<file path="src/rtl/core/rc4ks_pkg.sv">
`timescale 1ns / 1ps

package rc4ks_pkg;

    localparam int BYTE_W        = 8;
    localparam int BOX_DEPTH     = 256;
    localparam int KEY_DEPTH_DEF = 256;

    typedef enum logic [1:0] {
        MODE_KEY   = 2'd0,
        MODE_DATA  = 2'd1,
        MODE_RESET = 2'd2
    } t_mode;

    typedef struct packed {
        logic key_wr;
        logic clr;
        logic data_cap;
        logic idx_clr;
        logic init_wr;
        logic sw_rd_i;
        logic sw_rd_c;
        logic sw_wr_i;
        logic sw_wr_c;
        logic set_ready;
        logic rd_j;
        logic rd_ab;
        logic rd_mask;
        logic out_load;
    } t_dp_cmd;

    typedef struct packed {
        logic key_empty;
        logic box_ready;
        logic idx_last;
        logic out_free;
    } t_dp_stat;

endpackage

</file>
<file path="src/rtl/core/rc4ks_ctrl.sv">
`timescale 1ns / 1ps

module rc4ks_ctrl
    import rc4ks_pkg::*;
(
    input  logic     i_clk,
    input  logic     i_rst_n,
    input  logic     i_in_valid,
    input  logic [1:0] i_mode,
    output logic     o_in_stall,
    output t_dp_cmd  o_cmd,
    input  t_dp_stat i_stat
);

    typedef enum logic [9:0] {
        ST_IDLE  = 10'b00_0000_0001,
        ST_INIT  = 10'b00_0000_0010,
        ST_SW_RI = 10'b00_0000_0100,
        ST_SW_RC = 10'b00_0000_1000,
        ST_SW_WI = 10'b00_0001_0000,
        ST_SW_WC = 10'b00_0010_0000,
        ST_D_J   = 10'b00_0100_0000,
        ST_D_A   = 10'b00_1000_0000,
        ST_D_B   = 10'b01_0000_0000,
        ST_D_OUT = 10'b10_0000_0000
    } t_state;

    t_state r_state;
    t_state n_state;

    always_ff @(posedge i_clk) begin
        if (!i_rst_n) begin
            r_state <= ST_IDLE;
        end else begin
            r_state <= n_state;
        end
    end

    assign o_in_stall = (r_state != ST_IDLE);

    always_comb begin
        n_state = r_state;
        o_cmd   = '0;
        unique case (r_state)
            ST_IDLE: begin
                if (i_in_valid) begin
                    unique case (t_mode'(i_mode))
                        MODE_KEY:   o_cmd.key_wr = 1'b1;
                        MODE_RESET: o_cmd.clr    = 1'b1;
                        MODE_DATA: begin
                            o_cmd.data_cap = 1'b1;
                            if (i_stat.box_ready) begin
                                o_cmd.rd_j = 1'b1;
                                n_state    = ST_D_A;
                            end else begin
                                o_cmd.idx_clr = 1'b1;
                                n_state       = ST_INIT;
                            end
                        end
                        default: ;
                    endcase
                end
            end
            ST_INIT: begin
                o_cmd.init_wr = 1'b1;
                if (i_stat.idx_last) begin
                    if (i_stat.key_empty) begin
                        o_cmd.set_ready = 1'b1;
                        n_state         = ST_D_J;
                    end else begin
                        n_state = ST_SW_RI;
                    end
                end
            end
            ST_SW_RI: begin
                o_cmd.sw_rd_i = 1'b1;
                n_state       = ST_SW_RC;
            end
            ST_SW_RC: begin
                o_cmd.sw_rd_c = 1'b1;
                n_state       = ST_SW_WI;
            end
            ST_SW_WI: begin
                o_cmd.sw_wr_i = 1'b1;
                n_state       = ST_SW_WC;
            end
            ST_SW_WC: begin
                o_cmd.sw_wr_c = 1'b1;
                if (i_stat.idx_last) begin
                    o_cmd.set_ready = 1'b1;
                    n_state         = ST_D_J;
                end else begin
                    n_state = ST_SW_RI;
                end
            end
            ST_D_J: begin
                o_cmd.rd_j = 1'b1;
                n_state    = ST_D_A;
            end
            ST_D_A: begin
                o_cmd.rd_ab = 1'b1;
                n_state     = ST_D_B;
            end
            ST_D_B: begin
                o_cmd.rd_mask = 1'b1;
                n_state       = ST_D_OUT;
            end
            ST_D_OUT: begin
                // hold the mask until the output register frees up
                if (i_stat.out_free) begin
                    o_cmd.out_load = 1'b1;
                    n_state        = ST_IDLE;
                end
            end
            default: n_state = ST_IDLE;
        endcase
    end

endmodule

</file>
<file path="src/rtl/core/rc4ks_dp.sv">
`timescale 1ns / 1ps

module rc4ks_dp
    import rc4ks_pkg::*;
#(
    parameter int KEY_DEPTH = KEY_DEPTH_DEF
) (
    input  logic              i_clk,
    input  logic              i_rst_n,
    input  logic [BYTE_W-1:0] i_value,
    input  t_dp_cmd           i_cmd,
    output t_dp_stat          o_stat,
    output logic              o_out_valid,
    input  logic              i_out_stall,
    output logic [BYTE_W-1:0] o_plain_byte
);

    localparam int CW = $clog2(KEY_DEPTH + 1);
    localparam int KW = (KEY_DEPTH > 1) ? $clog2(KEY_DEPTH) : 1;
    localparam int AW = $clog2(BOX_DEPTH);

    logic [BYTE_W-1:0] box_mem [BOX_DEPTH];
    logic [BYTE_W-1:0] key_mem [KEY_DEPTH];

    logic [CW-1:0]     r_key_count;
    logic [AW-1:0]     r_pos;
    logic              r_box_ready;
    logic [AW-1:0]     r_idx;
    logic [KW-1:0]     r_k;
    logic [AW-1:0]     r_last;
    logic [AW-1:0]     r_c;
    logic [BYTE_W-1:0] r_held;
    logic [BYTE_W-1:0] r_a;
    logic [BYTE_W-1:0] r_data;
    logic [BYTE_W-1:0] r_box_rd;
    logic [BYTE_W-1:0] r_key_rd;
    logic [BYTE_W-1:0] r_plain;
    logic              r_out_valid;

    logic              key_room;
    logic              key_take;
    logic [AW-1:0]     j_idx;
    logic [AW-1:0]     c_now;
    logic              box_re;
    logic [AW-1:0]     box_raddr;
    logic              box_we;
    logic [AW-1:0]     box_waddr;
    logic [BYTE_W-1:0] box_wdata;
    logic [KW-1:0]     n_k;

    assign key_room = (r_key_count < CW'(KEY_DEPTH));
    assign key_take = i_cmd.key_wr && key_room;
    assign j_idx    = r_pos + AW'(1);
    assign c_now    = r_box_rd + r_last + r_key_rd;

    assign o_stat.key_empty = (r_key_count == '0);
    assign o_stat.box_ready = r_box_ready;
    assign o_stat.idx_last  = (r_idx == '1);
    assign o_stat.out_free  = !r_out_valid || !i_out_stall;

    assign box_re = i_cmd.sw_rd_i || i_cmd.sw_rd_c || i_cmd.rd_j
                 || i_cmd.rd_ab || i_cmd.rd_mask;
    assign box_we = i_cmd.init_wr || i_cmd.sw_wr_i || i_cmd.sw_wr_c;

    always_comb begin
        priority if (i_cmd.sw_rd_c) begin
            box_raddr = c_now;
        end else if (i_cmd.rd_j) begin
            box_raddr = j_idx;
        end else if (i_cmd.rd_ab) begin
            box_raddr = r_box_rd + j_idx;
        end else if (i_cmd.rd_mask) begin
            box_raddr = r_a + r_box_rd;
        end else begin
            box_raddr = r_idx;
        end
    end

    always_comb begin
        priority if (i_cmd.sw_wr_c) begin
            box_waddr = r_c;
            box_wdata = r_held;
        end else if (i_cmd.sw_wr_i) begin
            box_waddr = r_idx;
            box_wdata = r_box_rd;
        end else begin
            box_waddr = r_idx;
            box_wdata = r_idx;
        end
    end

    always_ff @(posedge i_clk) begin
        if (box_we) begin
            box_mem[box_waddr] <= box_wdata;
        end
        if (box_re) begin
            r_box_rd <= box_mem[box_raddr];
        end
    end

    always_ff @(posedge i_clk) begin
        if (key_take) begin
            key_mem[r_key_count[KW-1:0]] <= i_value;
        end
        r_key_rd <= key_mem[r_k];
    end

    // wrap the key index back to the first byte after the last stored one
    assign n_k = ((CW'(r_k) + CW'(1)) >= r_key_count) ? '0 : r_k + KW'(1);

    always_ff @(posedge i_clk) begin
        if (i_cmd.idx_clr) begin
            r_idx  <= '0;
            r_last <= '0;
            r_k    <= '0;
        end else begin
            if (i_cmd.init_wr || i_cmd.sw_wr_c) begin
                r_idx <= r_idx + AW'(1);
            end
            if (i_cmd.sw_wr_c) begin
                r_last <= r_c;
                r_k    <= n_k;
            end
        end
        if (i_cmd.sw_rd_c) begin
            r_c    <= c_now;
            r_held <= r_box_rd;
        end
        if (i_cmd.rd_ab) begin
            r_a <= r_box_rd;
        end
        if (i_cmd.data_cap) begin
            r_data <= i_value;
        end
        if (i_cmd.out_load) begin
            r_plain <= r_data ^ r_box_rd;
        end
    end

    always_ff @(posedge i_clk) begin
        if (!i_rst_n) begin
            r_key_count <= '0;
            r_pos       <= '0;
            r_box_ready <= 1'b0;
            r_out_valid <= 1'b0;
        end else begin
            if (i_cmd.clr) begin
                r_key_count <= '0;
                r_pos       <= '0;
                r_box_ready <= 1'b0;
            end else begin
                if (key_take) begin
                    r_key_count <= r_key_count + CW'(1);
                    r_box_ready <= 1'b0;
                end else if (i_cmd.set_ready) begin
                    r_box_ready <= 1'b1;
                end
                if (i_cmd.out_load) begin
                    r_pos <= r_pos + AW'(1);
                end
            end
            if (i_cmd.out_load) begin
                r_out_valid <= 1'b1;
            end else if (!i_out_stall) begin
                r_out_valid <= 1'b0;
            end
        end
    end

    assign o_out_valid  = r_out_valid;
    assign o_plain_byte = r_plain;

endmodule

</file>
<file path="src/rtl/core/rc4_variant_keystream_xor_unit.sv">
`timescale 1ns / 1ps
// Keystream XOR unit with a key-scheduled, static 256-entry permutation box.
// Input channel (i_in_valid / o_in_stall) carries a request of i_mode and
// i_value: MODE_KEY appends a key byte, MODE_DATA decrypts one byte,
// MODE_RESET clears the key and the stream position, code 3 is dropped.
// Key, reset and unused requests give no result and leave the input free.
// A data request gives one o_plain_byte on the output channel
// (o_out_valid / i_out_stall). With the box built, a data request makes
// three dependent reads through the one read port of the box memory
// plus the output load, and the input stays stalled until that load, so
// no new request is taken meanwhile. The first data request after a key
// change rebuilds the box: an identity fill of all 256 entries of the box
// memory, then 256 swaps, each a read at the index, a read at the new
// index and writes of both entries (one read and one write port), and a
// restart of the first read; with an empty key the swaps are skipped.
// The output register holds a result while the receiver stalls; the next
// request is accepted meanwhile, and its result waits in the last step.
// After reset the key is empty, the position is zero and the box is
// marked stale, so the first data request builds it.
module rc4_variant_keystream_xor_unit
    import rc4ks_pkg::*;
#(
    parameter int KEY_DEPTH = KEY_DEPTH_DEF
) (
    input  logic              i_clk,
    input  logic              i_rst_n,
    input  logic              i_in_valid,
    output logic              o_in_stall,
    input  logic [1:0]        i_mode,
    input  logic [BYTE_W-1:0] i_value,
    output logic              o_out_valid,
    input  logic              i_out_stall,
    output logic [BYTE_W-1:0] o_plain_byte
);

    t_dp_cmd  cmd;
    t_dp_stat stat;

    rc4ks_ctrl u_ctrl (
        .i_clk      (i_clk),
        .i_rst_n    (i_rst_n),
        .i_in_valid (i_in_valid),
        .i_mode     (i_mode),
        .o_in_stall (o_in_stall),
        .o_cmd      (cmd),
        .i_stat     (stat)
    );

    rc4ks_dp #(
        .KEY_DEPTH (KEY_DEPTH)
    ) u_dp (
        .i_clk        (i_clk),
        .i_rst_n      (i_rst_n),
        .i_value      (i_value),
        .i_cmd        (cmd),
        .o_stat       (stat),
        .o_out_valid  (o_out_valid),
        .i_out_stall  (i_out_stall),
        .o_plain_byte (o_plain_byte)
    );

endmodule

</file>
<file path="config.mk">
export PLATFORM = sky130hd
export DESIGN_NAME = rc4_variant_keystream_xor_unit
export DESIGN_NICKNAME = d
export VERILOG_FILES = /design/src/rtl/core/rc4ks_pkg.sv /design/src/rtl/core/rc4ks_ctrl.sv /design/src/rtl/core/rc4ks_dp.sv /design/src/rtl/core/rc4_variant_keystream_xor_unit.sv
export SDC_FILE = /design/constraint.sdc
export NUM_CORES = 2
export LEC_CHECK = 0
export BUFFER_PORTS_ARGS = -buffer_cell sky130_fd_sc_hd__buf_2
export CAP_MARGIN = 10
export CORE_MARGIN = 4
export CORE_UTILIZATION = 45
export DETAILED_ROUTE_END_ITERATION = 8
export PLACE_DENSITY = 0.61
export SLEW_MARGIN = 30
export SYNTH_ARGS = -nofsm -noshare
export SYNTH_HDL_FRONTEND = slang
export SYNTH_SLANG_ARGS = --single-unit
</file>
<file path="constraint.sdc">
create_clock -name i_clk -period 37.2 [get_ports i_clk]
set_input_delay 3.72 -clock i_clk [delete_from_list [all_inputs] [get_ports i_clk]]
set_output_delay 3.72 -clock i_clk [all_outputs]
set_load 0.01 [all_outputs]
</file>
==> impl_metrics.env <==
export IMPL_outcome="finished clean"
export IMPL_timing_clock_skew_ps=48.5
export IMPL_path_class="primary input to flip-flop"
export IMPL_rows=222
export IMPL_detail_route_drc_violations=0
export IMPL_fin_nets=9657
export IMPL_postCtsSetupRepairBufs=0
export IMPL_design_core_area_mm2=0.366
export IMPL_yosysWarningCount=0
export IMPL_post_route_cell_area_mm2=0.184
export IMPL_layout_cells_sized_above_1=0.158
export IMPL_crit_path_top_delay_cell="sky130_fd_sc_hd__buf_4"
export IMPL_synth_edff_count=4144
export IMPL_ctsResizeCount=0
export IMPL_initial_standard_cell_utilization_of_the_core=0.452
export IMPL_layout_cells_most_common_list="4144 x sky130_fd_sc_hd__edfxtp_1, 1649 x sky130_fd_sc_hd__nand2_1, 680 x sky130_fd_sc_hd__mux4_2"
export IMPL_grt_antenna_before_repair=15
export IMPL_path_cells="buf_2, nand3b_1, or4_4, and2_4, a211oi_4, buf_4, buf_12, buf_4, buf_12, mux2i_1, a32oi_1, and3_1, a31oi_1, a31oi_1, or4_1"
export IMPL_crit_path_start_kind="primary input"
export IMPL_postCtsHoldBufs=0
export IMPL_ys_seq_area_frac=0.759
export IMPL_timing_max_transition_violations_final=0
export IMPL_yosys_register_bits=4205
export IMPL_place_detailed_instances=13995
export IMPL_worst_path_dominant_cell_family="buffers and inverters"
export IMPL_cts_htree_levels=5
export IMPL_timing_fmax_mhz=107
export IMPL_global_route_overflow_total=0
export IMPL_crit_arrival_ps=9940
export IMPL_worst_r2r_path_depth=15
export IMPL_synth_cell_area_mm2=0.166
export IMPL_pre_cts_slack_ps=27140
export IMPL_first_global_vias=87839
export IMPL_timing_hold_worst_path_depth=2
export IMPL_cp_max_fo=149
export IMPL_dr_first_iter_drc_count=11350
export IMPL_fill_cells=29547
export IMPL_worst_slack_ps=27900
export IMPL_finalNonFillerCells=14747
export IMPL_cts_tree="yes"
export IMPL_cell_leakage_power_nw=58.9
export IMPL_largest_net_degree_at_the_start_of_global_routing=209
export IMPL_power_ir_vdd_worst_uv=47.3
export IMPL_holdPathEnd="u_dp.r_last[2]"
export IMPL_routabilityCongestion=0.877
export IMPL_max_slew_margin_rel=0.251
export IMPL_timing_worst_slew_pin_value_ps=1110
export IMPL_number_of_buffers_added_by_the_clock_tree_synthesis_step=410
export IMPL_dpl_hpwl_um=255000
export IMPL_worst_skew_pair_late_latency_ps=920
export IMPL_switching_share=0.214
export IMPL_cellPowerDensity_mw_per_mm2=53.4
export IMPL_die_x_um=615
export IMPL_hold_path_startpoint="u_dp.r_last[2]"
export IMPL_finalSetupTns_ps=0
export IMPL_die_area_mm2=0.378
export IMPL_syn_area_per_cell_um2=17.3
export IMPL_cp_num_buf_inv=5
export IMPL_die_height_um=615
export IMPL_pwr_share_seq=0.528
export IMPL_p_sw_mw=2.11
export IMPL_cts_buffer_depth=4
export IMPL_totalWireLength_um=438000
export IMPL_avgViaCountPerCell=6.07
export IMPL_final_hold_violation_count=0
export IMPL_required_ps=37840
export IMPL_synthesis_nets=9646
export IMPL_critical_path_reg2reg_startpoint="u_ctrl.r_state[1]"
export IMPL_timing_rr_end="u_dp.r_box_rd[6]"
export IMPL_port_buffer_count=23
export IMPL_synth_flop_cell="sky130_fd_sc_hd__edfxtp_1"
export IMPL_final_min_clock_period_ps=9300
export IMPL_cts_sinks=4205
export IMPL_routed_via_count=89512
export IMPL_wirelength_per_cell_um=29.7
export IMPL_end_kind="flip-flop"
export IMPL_totalPowerFinal_mw=9.86
export IMPL_layout_worst_path_cycle_share=0.250
export IMPL_min_path_type="flip-flop to flip-flop"
export IMPL_drt_pass1_iterations=6
export IMPL_synthesis_instances=9586
export IMPL_worst_setup_hold_path_clk_slew_ps=60
export IMPL_p_clk_frac=0.421
export IMPL_ff2ff_setup_slack_ps=29500
export IMPL_most_frequent_standard_cell_in_the_layout_excluding_fill_and_tap_cells="sky130_fd_sc_hd__edfxtp_1"
export IMPL_syn2layout_area_growth_pct=11.4
export IMPL_gr_usage_all_layers=0.227
export IMPL_setup_violations=0
export IMPL_postRouteAntennaNets=0
export IMPL_timing_hold_ws_ps=477
export IMPL_final_core_util=0.504
export IMPL_pin_count=24
export IMPL_power_internal_mw=7.75
export IMPL_pwr_share_comb=0.050
export IMPL_count_of_unique_library_cells_instantiated_by_yosys=75
export IMPL_number_of_max_cap_violations=0
export IMPL_grt_setup_unrepaired="no"
export IMPL_asyncSetResetFlopFracSynth=0
export IMPL_clk_root_buffer_cell="sky130_fd_sc_hd__clkbuf_16"
export IMPL_crit_path_max_incr_delay_ps=810
export IMPL_placement_cell_area_mm2=0.171
export IMPL_grt_pass1_wl_um=634000
## tightest hold or removal path, stage by stage (launching register included)
cell and delay (ps):
sky130_fd_sc_hd__dfxtp_1 320, sky130_fd_sc_hd__nand2_1 60, sky130_fd_sc_hd__a21oi_1 50
## power groups by stage
stage | combinational [mW] | sequential, mW | clock [mW]
floorplan | 0.306 | 5.31 | 0
global placement | 0.486 | 5.31 | 0
detailed placement | 0.495 | 5.31 | 0
CTS | 0.496 | 5.21 | 4.20
global route | 0.527 | 5.21 | 4.41
finish | 0.498 | 5.21 | 4.15
## state kept, by name, summed over array words and instances, names as in the netlist, 9 cells and up
register,count
u_ctrl.r_state,10
u_dp.box_mem,2048
u_dp.key_mem,2048
u_dp.r_key_count,9
## cells by family after synthesis
kind of cell,Yosys count,synth area share
flops,4205,0.759
xor+xnor,56,0.00296
compound gates,496,0.0233
mux,957,0.109
fa+ha+maj,46,0.00393
buf+inv,631,0.0179
simple gates,3195,0.0837
## synthesized netlist by cell type, types with 29 or more instances
| cell | number | area (µm²) |
|---|---|---|
| sky130_fd_sc_hd__edfxtp_1 | 4144 | 124000 |
| sky130_fd_sc_hd__nand2_1 | 1661 | 6230 |
| sky130_fd_sc_hd__mux4_2 | 680 | 15300 |
| sky130_fd_sc_hd__nor2_1 | 593 | 2230 |
| sky130_fd_sc_hd__nand3_1 | 437 | 2190 |
| sky130_fd_sc_hd__nand4_1 | 319 | 2000 |
| sky130_fd_sc_hd__mux2i_1 | 273 | 2730 |
| sky130_fd_sc_hd__clkbuf_1 | 262 | 983 |
| sky130_fd_sc_hd__a32oi_1 | 241 | 2110 |
| sky130_fd_sc_hd__buf_2 | 174 | 871 |
| sky130_fd_sc_hd__buf_1 | 80 | 300 |
| sky130_fd_sc_hd__buf_4 | 67 | 503 |
| sky130_fd_sc_hd__dfxtp_1 | 61 | 1220 |
| sky130_fd_sc_hd__and3_1 | 55 | 344 |
| sky130_fd_sc_hd__a21oi_1 | 52 | 260 |
| sky130_fd_sc_hd__ha_1 | 36 | 450 |
| sky130_fd_sc_hd__o21ai_0 | 36 | 180 |
| sky130_fd_sc_hd__inv_1 | 31 | 116 |
| sky130_fd_sc_hd__a31oi_1 | 29 | 181 |
| sky130_fd_sc_hd__xnor2_1 | 29 | 254 |
## layout make-up
class | instances | area [µm²] | area share
multi-input cells | 4750 | 37400 | 0.203
clock buffers | 512 | 10900 | 0.0591
inverters | 31 | 124 | 0.000671
repair buffers | 199 | 1930 | 0.0105
clock inverters | 222 | 2420 | 0.0131
well taps | 4816 | 6030 | 0.0327
flip-flops and latches | 4205 | 126000 | 0.681
diodes | 12 | 30.0 | 0.000163
## layer usage
metal | routed length, µm | track usage
met1 | 175000 | 0.318
met2 | 210000 | 0.362
met3 | 36000 | 0.0357
met4 | 17400 | 0.0817
met5 | 13 | 0
## worst max path at each step
stage / start / endpoint / slack, ps / cells after the start
after floorplan: u_ctrl.r_state[2] / u_dp.box_mem[0][0] / 23060 / 7
after global placement: i_mode[1] / u_dp.r_box_rd[0] / 26800 / 14
after detailed placement: i_mode[1] / u_dp.r_box_rd[6] / 27140 / 15
after CTS: i_mode[1] / u_dp.r_box_rd[6] / 28100 / 15
after global routing: i_mode[1] / u_dp.r_box_rd[5] / 27750 / 15
final: i_mode[1] / u_dp.r_box_rd[6] / 27900 / 15
No activity file was read; power rests on OpenSTA's default activity.
